[src/rtl/core/lnfq_pkg.sv]
// Shared constants, payload types and state codes for the newline line framer queue.
package lnfq_pkg;

  localparam int LINE_MAX    = 32;
  localparam int QUEUE_SLOTS = 4;

  // one spare buffer beyond the queued slots holds the partial line
  localparam int BUFS        = QUEUE_SLOTS + 1;
  localparam int STORE_DEPTH = BUFS * LINE_MAX;
  localparam int ADDR_W      = $clog2(STORE_DEPTH);
  localparam int BUF_W       = $clog2(BUFS);
  localparam int IDX_W       = (LINE_MAX > 1) ? $clog2(LINE_MAX) : 1;
  localparam int LEN_W       = $clog2(LINE_MAX + 1);
  localparam int CNT_W       = $clog2(QUEUE_SLOTS + 1);

  localparam logic [7:0] CH_CR = 8'h0D;
  localparam logic [7:0] CH_LF = 8'h0A;

  localparam logic [2:0] ST_STORED      = 3'd0;
  localparam logic [2:0] ST_QUEUED      = 3'd1;
  localparam logic [2:0] ST_IGNORED     = 3'd2;
  localparam logic [2:0] ST_FAULT       = 3'd3;
  localparam logic [2:0] ST_CHAR        = 3'd4;
  localparam logic [2:0] ST_NOLINE      = 3'd5;
  localparam logic [2:0] ST_NOROOM      = 3'd6;
  localparam logic [2:0] ST_FAULT_EMPTY = 3'd7;

  localparam logic OP_BYTE = 1'b0;
  localparam logic OP_READ = 1'b1;

  typedef struct packed {
    logic       opcode;
    logic [7:0] rx_byte;
    logic       chunk_end;
    logic [7:0] capacity;
  } in_item_t;

  typedef struct packed {
    logic [2:0] status;
    logic [7:0] line_char;
    logic       last;
  } out_item_t;

  typedef struct packed {
    logic      load;
    out_item_t item;
  } lnfq_push_t;

  typedef enum logic {
    FSM_IDLE,
    FSM_READ
  } lnfq_state_t;

  function automatic logic [BUF_W-1:0] buf_next(input logic [BUF_W-1:0] b);
    logic [BUF_W-1:0] r;
    if (b == BUF_W'(BUFS - 1)) begin
      r = '0;
    end else begin
      r = b + BUF_W'(1);
    end
    return r;
  endfunction

  function automatic logic [ADDR_W-1:0] store_addr(input logic [BUF_W-1:0] b,
                                                   input logic [IDX_W-1:0] i);
    return ADDR_W'(b) * ADDR_W'(LINE_MAX) + ADDR_W'(i);
  endfunction

endpackage

[src/rtl/core/newline_line_framer_queue.sv]
// A byte item's single result is registered in the output stage in the cycle
// after acceptance. One byte item a cycle while the output is free. A line read
// takes no new item until its last character is pushed; characters come from
// the line store's single registered read port, one a cycle while out_free.
// Reset (synchronous, rst_n low) empties the ring and clears dropping and fault.
module newline_line_framer_queue (
  input  logic                clk,
  input  logic                rst_n,
  input  logic                in_valid,
  output logic                in_ready,
  input  lnfq_pkg::in_item_t  in_data,
  output logic                out_valid,
  input  logic                out_ready,
  output lnfq_pkg::out_item_t out_data
);
  import lnfq_pkg::*;

  lnfq_state_t      state_r, state_nxt;
  logic [BUF_W-1:0] head_r, head_nxt;
  logic [BUF_W-1:0] tail_r, tail_nxt;
  logic [CNT_W-1:0] count_r, count_nxt;
  logic [LEN_W-1:0] plen_r, plen_nxt;
  logic             drop_r, drop_nxt;
  logic             fault_r, fault_nxt;
  logic [IDX_W-1:0] idx_r, idx_nxt;

  logic [LEN_W-1:0] len_mem [BUFS];
  logic             len_we;

  logic              ram_we;
  logic [ADDR_W-1:0] ram_waddr;
  logic              ram_re;
  logic [ADDR_W-1:0] ram_raddr;
  logic [7:0]        ram_rdata;

  lnfq_push_t push;
  logic       out_free;
  logic       accept;
  logic [LEN_W-1:0] head_len;
  logic       char_last;

  assign head_len  = len_mem[head_r];
  assign char_last = (LEN_W'(idx_r) + LEN_W'(1)) == head_len;
  assign in_ready  = (state_r == FSM_IDLE) && out_free;
  assign accept    = in_valid && in_ready;

  always_comb begin
    state_nxt = state_r;
    head_nxt  = head_r;
    tail_nxt  = tail_r;
    count_nxt = count_r;
    plen_nxt  = plen_r;
    drop_nxt  = drop_r;
    fault_nxt = fault_r;
    idx_nxt   = idx_r;
    len_we    = 1'b0;
    ram_we    = 1'b0;
    ram_waddr = store_addr(tail_r, plen_r[IDX_W-1:0]);
    ram_re    = 1'b0;
    ram_raddr = store_addr(head_r, '0);
    push.load = 1'b0;
    push.item = '{status: ST_IGNORED, line_char: 8'h00, last: 1'b1};

    unique case (state_r)
      FSM_IDLE: begin
        if (accept) begin
          push.load = 1'b1;
          if (in_data.opcode == OP_BYTE) begin
            if (fault_r || in_data.rx_byte == CH_CR) begin
              push.item.status = ST_IGNORED;
            end else if (in_data.rx_byte == CH_LF) begin
              if (drop_r) begin
                drop_nxt         = 1'b0;
                plen_nxt         = '0;
                fault_nxt        = 1'b1;
                push.item.status = ST_FAULT;
              end else if (plen_r == '0) begin
                push.item.status = ST_IGNORED;
              end else if (count_r == CNT_W'(QUEUE_SLOTS)) begin
                fault_nxt        = 1'b1;
                push.item.status = ST_FAULT;
              end else begin
                // the partial buffer becomes the queued slot; advance to a fresh one
                len_we           = 1'b1;
                tail_nxt         = buf_next(tail_r);
                plen_nxt         = '0;
                count_nxt        = count_r + CNT_W'(1);
                push.item.status = ST_QUEUED;
              end
            end else if (drop_r) begin
              push.item.status = ST_IGNORED;
            end else if (plen_r == LEN_W'(LINE_MAX)) begin
              plen_nxt         = '0;
              drop_nxt         = 1'b1;
              push.item.status = ST_IGNORED;
            end else begin
              ram_we           = 1'b1;
              plen_nxt         = plen_r + LEN_W'(1);
              push.item.status = ST_STORED;
            end
          end else begin
            if (count_r == '0) begin
              push.item.status = fault_r ? ST_FAULT_EMPTY : ST_NOLINE;
            end else if (9'(head_len) >= 9'(in_data.capacity)) begin
              fault_nxt        = 1'b1;
              push.item.status = ST_NOROOM;
            end else if (head_len == '0) begin
              head_nxt         = buf_next(head_r);
              count_nxt        = count_r - CNT_W'(1);
              push.item.status = ST_NOLINE;
            end else begin
              // first character is fetched now; results follow from the read state
              push.load = 1'b0;
              ram_re    = 1'b1;
              idx_nxt   = '0;
              state_nxt = FSM_READ;
            end
          end
        end
      end
      FSM_READ: begin
        if (out_free) begin
          push.load           = 1'b1;
          push.item.status    = ST_CHAR;
          push.item.line_char = ram_rdata;
          push.item.last      = char_last;
          if (char_last) begin
            head_nxt  = buf_next(head_r);
            count_nxt = count_r - CNT_W'(1);
            state_nxt = FSM_IDLE;
          end else begin
            idx_nxt   = idx_r + IDX_W'(1);
            ram_re    = 1'b1;
            ram_raddr = store_addr(head_r, idx_r + IDX_W'(1));
          end
        end
      end
      default: begin
        state_nxt = FSM_IDLE;
      end
    endcase
  end

  always_ff @(posedge clk) begin
    if (!rst_n) begin
      state_r <= FSM_IDLE;
      head_r  <= '0;
      tail_r  <= '0;
      count_r <= '0;
      plen_r  <= '0;
      drop_r  <= 1'b0;
      fault_r <= 1'b0;
      idx_r   <= '0;
    end else begin
      state_r <= state_nxt;
      head_r  <= head_nxt;
      tail_r  <= tail_nxt;
      count_r <= count_nxt;
      plen_r  <= plen_nxt;
      drop_r  <= drop_nxt;
      fault_r <= fault_nxt;
      idx_r   <= idx_nxt;
    end
  end

  always_ff @(posedge clk) begin
    if (len_we) begin
      len_mem[tail_r] <= plen_r;
    end
  end

  lnfq_ram #(
    .WIDTH(8),
    .DEPTH(STORE_DEPTH)
  ) u_line_store (
    .clk   (clk),
    .we    (ram_we),
    .waddr (ram_waddr),
    .wdata (in_data.rx_byte),
    .re    (ram_re),
    .raddr (ram_raddr),
    .rdata (ram_rdata)
  );

  lnfq_out_stage u_out (
    .clk       (clk),
    .rst_n     (rst_n),
    .push      (push),
    .free      (out_free),
    .out_valid (out_valid),
    .out_ready (out_ready),
    .out_data  (out_data)
  );

endmodule

[src/rtl/core/lnfq_ram.sv]
// Generic simple dual-port RAM with registered read data.
module lnfq_ram #(
  parameter int WIDTH = 8,
  parameter int DEPTH = 160
) (
  input  logic                     clk,
  input  logic                     we,
  input  logic [$clog2(DEPTH)-1:0] waddr,
  input  logic [WIDTH-1:0]         wdata,
  input  logic                     re,
  input  logic [$clog2(DEPTH)-1:0] raddr,
  output logic [WIDTH-1:0]         rdata
);

  logic [WIDTH-1:0] mem [DEPTH];
  logic [WIDTH-1:0] rdata_r;

  always_ff @(posedge clk) begin
    if (we) begin
      mem[waddr] <= wdata;
    end
    if (re) begin
      rdata_r <= mem[raddr];
    end
  end

  assign rdata = rdata_r;

endmodule

[src/rtl/core/lnfq_out_stage.sv]
// Output register stage for result items.
module lnfq_out_stage (
  input  logic                clk,
  input  logic                rst_n,
  input  lnfq_pkg::lnfq_push_t push,
  output logic                free,
  output logic                out_valid,
  input  logic                out_ready,
  output lnfq_pkg::out_item_t out_data
);
  import lnfq_pkg::*;

  logic      valid_r;
  logic      valid_nxt;
  out_item_t data_r;

  assign free = !valid_r || out_ready;

  always_comb begin
    valid_nxt = valid_r;
    if (push.load) begin
      valid_nxt = 1'b1;
    end else if (out_ready) begin
      valid_nxt = 1'b0;
    end
  end

  always_ff @(posedge clk) begin
    if (!rst_n) begin
      valid_r <= 1'b0;
    end else begin
      valid_r <= valid_nxt;
    end
  end

  always_ff @(posedge clk) begin
    if (push.load) begin
      data_r <= push.item;
    end
  end

  assign out_valid = valid_r;
  assign out_data  = data_r;

endmodule

[config.mk]
export PLATFORM = sky130hd
export DESIGN_NAME = newline_line_framer_queue
export DESIGN_NICKNAME = d
export VERILOG_FILES = /design/src/rtl/core/lnfq_pkg.sv /design/src/rtl/core/newline_line_framer_queue.sv /design/src/rtl/core/lnfq_ram.sv /design/src/rtl/core/lnfq_out_stage.sv
export SDC_FILE = /design/constraint.sdc
export NUM_CORES = 2
export LEC_CHECK = 0
export BUFFER_PORTS_ARGS = -buffer_cell sky130_fd_sc_hd__clkbuf_2
export CAP_MARGIN = 20
export CORE_MARGIN = 5
export CORE_UTILIZATION = 35
export DETAILED_ROUTE_END_ITERATION = 12
export PLACE_DENSITY_LB_ADDON = 0.3
export SETUP_SLACK_MARGIN = 0.5
export SLEW_MARGIN = 10
export SYNTH_ARGS = -nofsm -noshare
export SYNTH_HDL_FRONTEND = slang
export SYNTH_HIERARCHICAL = 1
export SYNTH_SLANG_ARGS = --single-unit
[constraint.sdc]
create_clock -name clk -period 6.2 [get_ports clk]
set_clock_uncertainty 0.1 [all_clocks]
set_input_delay 0.31 -clock clk [delete_from_list [all_inputs] [get_ports clk]]
set_output_delay 0.31 -clock clk [all_outputs]
set_load 0.01 [all_outputs]
# ---- Word-level counts from Yosys, hierarchy flattened
# Memory sizes are Yosys's and may differ from the RTL's. A register that Yosys moved wholly into a read port is not among the register bits.
# Index checks and enable logic that the tools add are counted.
# Widths: inputs -> output; s select.
dict set report totals {
  register_bits 36
  ramBits 1310
  inputBits 22
  out_inout_bits 14
  word_cells 183
  memories 2
}
dict set report op_classes {
  add_sub_neg 9
  magnitude_cmp 1
  eq_ne 31
  mux 103
  bitwise_logic 6
  reduce_logical 19
}
# memory words word_bits rd rd_ports_with_merged_regs wr line
set mem_list {}
lappend mem_list {u_line_store.mem 160 8 1 1 1 lnfq_ram.sv:15} ;# logic [WIDTH-1:0] mem [DEPTH];
lappend mem_list {len_mem 5 6 1 1 1 newline_line_framer_queue.sv:27} ;# logic [LEN_W-1:0] len_mem [BUFS];
# op count
set op_table {}
lappend op_table {{$mux 3} 29}
lappend op_table {{$mux 1} 44}
lappend op_table {{$mux 6} 6}
lappend op_table {{$mux 5} 7}
lappend op_table {{$ne 3x3->1 const B} 9}
lappend op_table {{$mux 8} 3}
lappend op_table {{$reduce_and 7->1} 3}
lappend op_table {{$add 8x5->8} 2}
lappend op_table {{$eq 8x4->1 const B} 2}
lappend op_table {{$ne 2x2->1 const B} 8}
lappend op_table {{$reduce_and 8->1} 2}
lappend op_table {{$mux 13} 1}
lappend op_table {{$logic_not 6->1} 2}
lappend op_table {{$mux 2} 6}
lappend op_table {{$pmux 3 s2} 2}
lappend op_table {{$reduce_and 11->1} 1}
lappend op_table {{$ne 2x1->1 const B} 5}
lappend op_table {{$pmux 5 s2} 1}
lappend op_table {{$add 3x1->3 const B} 3}
lappend op_table {{$eq 3x3->1 const B} 3}
lappend op_table {{$ge 6x8->1} 1}
lappend op_table {{$pmux 4 s2} 1}
lappend op_table {{$add 5x1->6 const B} 1}
lappend op_table {{$add 6x1->6 const B} 1}
lappend op_table {{other kinds (16)} 26}

# ---- Depth between registers and ports, before layout
dict set report logic_depth {
  depth_word 11
  ltp_mapped 22
  ltp_nobuf 14
}

# ---- Modules after synthesis
# Netlist, hierarchy kept.
# module n_inst cells_each area_each_um2 seq_area_each_um2
set by_module_without_submodules {}
lappend by_module_without_submodules {lnfq_ram 1 2489 50462.1 38677.1}
lappend by_module_without_submodules {newline_line_framer_queue 1 319 3184.3 1421.4}
lappend by_module_without_submodules {lnfq_out_stage 1 16 409.1 380.4}

# ---- Worst setup path before layout
# No wires, ideal clock.
dict set report synth_path {
  path_kind {reg-to-reg}
  startpoint {reg with a tool-made name}
  endpoint {reg u_line_store.rdata_r[3] (netlist: u_line_store/rdata[3]) (read register of u_line_store.mem), data pin}
  setup_ns 0.259
  arrival_time_ns 3.714
  t_required_ns 5.841
  setup_slack_ns 2.127
  stages_incl_launch_ff 19
  n_path_buf 4
  synth_period_minus_slack_ns 4.073
  path_cell_list {dfxtp_1 buf_4 nor2b_2 a22o_1 or3b_1 nand4b_1 nor4_4 nor2_2 inv_2 buf_4 nor2_1 buf_6 buf_6 mux4_1 mux2i_1 o22ai_1 or4_1 nor3_1 nor3_1}
}
# item line
set synth_rtl {}
lappend synth_rtl {{end: declaration} lnfq_ram.sv:16} ;# logic [WIDTH-1:0] rdata_r;

# ---- Worst setup path in the final report
dict set report layout_path {
  startpoint {reg idx_r[0]}
  endpoint {reg u_line_store.rdata_r[0] (netlist: u_line_store/rdata[0]) (read register of u_line_store.mem), data pin}
}
dict set report layout_between {
  elab_chain_cells 5
  word_cells_on_any_way 10
  classes_between {add/sub: 3; eq/ne: 1; mux: 6}
}
# item line
set layout_rtl {}
lappend layout_rtl {{start: declaration} newline_line_framer_queue.sv:25} ;# logic [IDX_W-1:0] idx_r, idx_nxt;
lappend layout_rtl {{start signal: assignment} newline_line_framer_queue.sv:162} ;# idx_r <= idx_nxt;
lappend layout_rtl {{$add 5x1->5 or $add 5x1->6 (tied branches)} {newline_line_framer_queue.sv:134, newline_line_framer_queue.sv:43}}
lappend layout_rtl {{$add 8x5->8 or $eq 6x6->1 (tied branches)} {lnfq_pkg.sv:66, newline_line_framer_queue.sv:43}}
lappend layout_rtl {{$mux 8 (*)} newline_line_framer_queue.sv:127} ;# if (char_last) begin
lappend layout_rtl {{$mux 8 (*)} newline_line_framer_queue.sv:122} ;# if (out_free) begin
lappend layout_rtl {{$mux 8 (*)} newline_line_framer_queue.sv:64} ;# unique case (state_r)
lappend layout_rtl {{net ram_raddr[1]} newline_line_framer_queue.sv:33} ;# logic [ADDR_W-1:0] ram_raddr;
# The timed path passes the listed nets; every way through them passes the cells marked *.
# A chain may end at the register's enable or synchronous reset.

==> metrics.csv <==
stage;metric;value;unit
cts;CTS Root Cell;clkbuf_16;
timing;Hold Vio Cnt, Final;0;
timing;Slew Limit Fails;0;
cts;CTS sink cnt;1357;
worst_setup_path;reg2reg start;idx_r[0]$_SDFFE_PN0P_;
timing;fmax;182;MHz
min_path;Worst Hold Class;in -> reg;
grt;initial antenna violation count;6;
detailed_routing;DRC viols;0;
min_path;Hold Path Sink;count_r[2]$_SDFFE_PN0P_;
timing;hold_ws;0.105;ns
placed_design;DP Worst Slack;0.414;ns
synth;post-synthesis compound-gate area fraction;3.56;%
finish;Layout Area Growth over Synthesis;14.1;%
worst_setup_path;Worst Path Arrival;5.90;ns
flow_run;Max Cap Viol;0;
worst_setup_path;R2R Setup Slk;0.69;ns
timing;relative slew slack;26.4;%
timing;unrepaired setup endpoints after global routing;false;
cts;clock buffer depth;3;
timing;Least-Margin Pin Slew;1.10;ns
cts;Inserted Clock Buffers;138;
outcome;outcome;completed;
finish;Fillers;13800;
die;Initial Util;35.1;%
power;Final Power;18.6;mW
grt;vias in the first global route;27400;
cts;worst skew pair latency;0.77;ns
die;die width;403;µm
die;DIE HEIGHT;403;µm
grt;total track usage;16.6;%
timing;Final setup viols;0;
worst_setup_path;R2R cell count;14;
die;Ports;36;
synth;Main synth FF type;edfxtp_1;
min_path;Hold Crit Start;rst_n;
finish;layout cells sized above 1;20.8;%
die;total core area;0.154;mm²
synth;Synthesized Nets;2862;
finish;NumNets Final;3029;
synth;simple-gate share of the synthesized area;4.73;%
detailed_routing;Via Count;27700;
min_path;hold path cells;3;
placed_design;Final GP Congestion;0.841;
synth;Yosys warning total;6;
grt;first-pass GRT wire length;197000;µm
die;area of the die;0.162;mm²
worst_setup_path;reg2reg end;u_line_store/rdata[0]$_DFFE_PP_;
timing;setup TNS;0;ns
placed_design;post-DP HPWL;86200;µm
power;LEAKAGE;18.5;nW
grt;largest net degree at the start of global routing;118;
detailed_routing;Routed WL;137000;µm
cts;H-tree levels;4;
die;Rows;144;
synth;Synth Register Bits;1357;
synth;ys async rst share;0;%
cts;Reg clk slew, reported paths;0.06;ns
timing;Final period util;88.9;%
synth;sequential share of the synthesized area;74.9;%
power;maximum VDD drop;0.177;mV
worst_setup_path;Setup crit start kind;flip-flop;
synth;synth unique cells;71;
detailed_routing;Vias per Instance;5.38;
worst_setup_path;kind of critical path;reg -> reg;
synth;adder-cell share of the synthesized area;0.370;%
detailed_routing;initial DRC count;2507;
power;pwr/cell area;302;mW/mm²
timing;min cycle time layout;5.51;ns
detailed_routing;DR pass1 iterations;5;
synth;largest family of logic cells by synthesized area;multiplexers;
worst_setup_path;Worst Path Required;6.59;ns
synth;mux cell area share after synthesis;14.3;%
worst_setup_path;Worst Setup End Kind;flip-flop;
synth;number of synthesized flops with an enable pin;1330;
detailed_routing;DRT antenna net count;0;
placed_design;placed cell areas;0.0570;mm²
finish;post-route cell area;0.0617;mm²
timing;fin worst setup slack;0.691;ns
cts;CTS tree;built;
synth;Post-Syn Area;0.0541;mm²
worst_setup_path;Crit Path Max Fanout;43;
detailed_routing;Wirelength per Cell;26.7;µm
synth;Syn Inst Count;2824;
placed_design;buffers added on ports;34;
grt;GRT overflow;0;
synth;Post-Synth XOR/XNOR Area;0.194;%
synth;mean post-synth cell area;19.1;µm²
==> routing by layer <==
layer / global-route usage, % / vias to the layer above / share of wire (%)
met1: 23.2 / 14500 / 43
li1: - / 11900 / -
met4: 5.64 / 2 / 3.1
met3: 3.83 / 236 / 7.7
met2: 25.8 / 1015 / 46
met5: 0 / - / 0.0095
==> repair_timing <==
action,CTS,global route
endpoints found under the hold margin,402,0
setup buffers,3,0
hold buffers,11,0
endpoints found under the setup margin,2,4
gates cloned,0,1
gates resized for setup,0,4
pin swaps,1,0
==> where the power goes <==
part | total [mW] | switching (mW) | internal (mW)
Combinational | 0.245 | 0.206 | 0.0393
Clock | 8.29 | 3.43 | 4.87
Sequential | 10.1 | 0.00748 | 10.1
==> registers in the layout, summed over array words and instances, names as in the netlist, 3 cells and up, named ones only <==
name and flops:
len_mem 30, u_line_store/rdata 8, plen_r 6, idx_r 5, tail_r 3, head_r 3
u_out/out_data 12, count_r 3, u_line_store/mem 1280
==> worst max path at each step <==
| stage | start | end | slack, ns | cells past startpoint |
|---|---|---|---|---|
| 4_1_cts | flip-flop | u_line_store/rdata[7]$_DFFE_PP_ | 0.56 | 14 |
| 5_1_grt | idx_r[0]$_SDFFE_PN0P_ | u_line_store/rdata[0]$_DFFE_PP_ | 0.55 | 18 |
| 6_report | idx_r[0]$_SDFFE_PN0P_ | u_line_store/rdata[0]$_DFFE_PP_ | 0.69 | 14 |
| 2_1_floorplan | flip-flop | u_line_store/rdata[3]$_DFFE_PP_ | 2.13 | 18 |
| 3_3_place_gp | flip-flop | u_line_store/rdata[7]$_DFFE_PP_ | 0.49 | 16 |
| 3_5_place_dp | flip-flop | u_line_store/rdata[7]$_DFFE_PP_ | 0.41 | 16 |
==> area by class of cell <==
| cell class | count | area [µm²] | share of cell area, % |
|---|---|---|---|
| antenna | 1 | 2.50 | 0.00406 |
| clock buffer | 165 | 3720 | 6.04 |
| clock inverter | 84 | 797 | 1.29 |
| inverter | 24 | 90.1 | 0.146 |
| multi-input combinational | 1289 | 12600 | 20.4 |
| sequential | 1357 | 40500 | 65.6 |
| tap | 2044 | 2560 | 4.15 |
| timing repair buffer | 181 | 1480 | 2.39 |
==> worst max-delay path, stage by stage, from the launching register on <==
cell and delay [ns]:
dfxtp_1 0.48, nand3_1 0.15, xor2_1 0.34, or3b_1 0.38, nand4b_1 0.17, nor4_4 0.10, nor2_2 0.22, and2_4 0.81
buf_4 0.51, mux2i_1 0.45, o22ai_1 0.27, or4_1 0.55, nor3_1 0.44, buf_4 0.19, nor3_1 0.04
==> logic make-up after synthesis <==
logic type	Yosys count
xor gates and xnor gates	12
AOI/OAI and AO/OA	270
and+or+nand+nor	533
adders and majority gates	16
DFF	1357
muxes	458
buffers and inverters	178
==> synth_stat cells, types with 5 or more instances <==
library cell / n / area share (%)
dfxtp_1: 27 / 1.0
xor2_1: 5 / 0.081
a2111oi_0: 9 / 0.15
buf_2: 22 / 0.20
o22ai_1: 55 / 0.64
or2_2: 5 / 0.058
nor2b_1: 32 / 0.37
buf_4: 18 / 0.25
a211oi_1: 17 / 0.24
buf_6: 36 / 0.75
buf_1: 5 / 0.035
nor3_1: 51 / 0.47
ha_1: 16 / 0.37
a22o_1: 7 / 0.11
nand3_1: 61 / 0.56
nand2b_1: 13 / 0.15
a21oi_1: 44 / 0.41
mux2i_1: 182 / 3.4
nand2_1: 78 / 0.54
nand4_1: 19 / 0.22
edfxtp_1: 1330 / 74
inv_1: 22 / 0.15
mux4_2: 215 / 9.0
mux4_1: 25 / 1.2
mux2_2: 36 / 0.75
a31oi_1: 8 / 0.093
o211ai_1: 16 / 0.22
nor4_1: 12 / 0.14
xnor2_1: 7 / 0.11
clkbuf_1: 71 / 0.49
and3_1: 12 / 0.14
o21ai_0: 16 / 0.15
o221ai_1: 42 / 0.68
a22oi_1: 28 / 0.39
nor2_1: 206 / 1.4
and2_1: 15 / 0.17
==> layout by cell type, fill, tap and decap left out, drive strengths merged, types with 27 or more instances in the layout <==
| master | netlist | final |
|---|---|---|
| nor2b | 33 | 33 |
| clkinv | 0 | 64 |
| dfxtp | 27 | 27 |
| nand3 | 61 | 61 |
| nor2 | 208 | 208 |
| mux2i | 182 | 182 |
| nand2 | 78 | 78 |
| o221ai | 42 | 42 |
| mux4 | 240 | 240 |
| edfxtp | 1330 | 1330 |
| o22ai | 55 | 55 |
| inv | 24 | 28 |
| nor3 | 51 | 51 |
| a21oi | 44 | 44 |
| buf | 83 | 143 |
| mux2 | 36 | 36 |
| clkbuf | 71 | 192 |
| a22oi | 28 | 28 |
==> metrics by stage <==
stage               utilization [%]  instances
floorplan                         -       2824
global placement               37.0       4878
detailed placement             37.0       4878
CTS                            40.1       5141
global route                   40.1       5144
finish                         40.1       5145
Note: power is estimated with default switching activity, not from simulation.
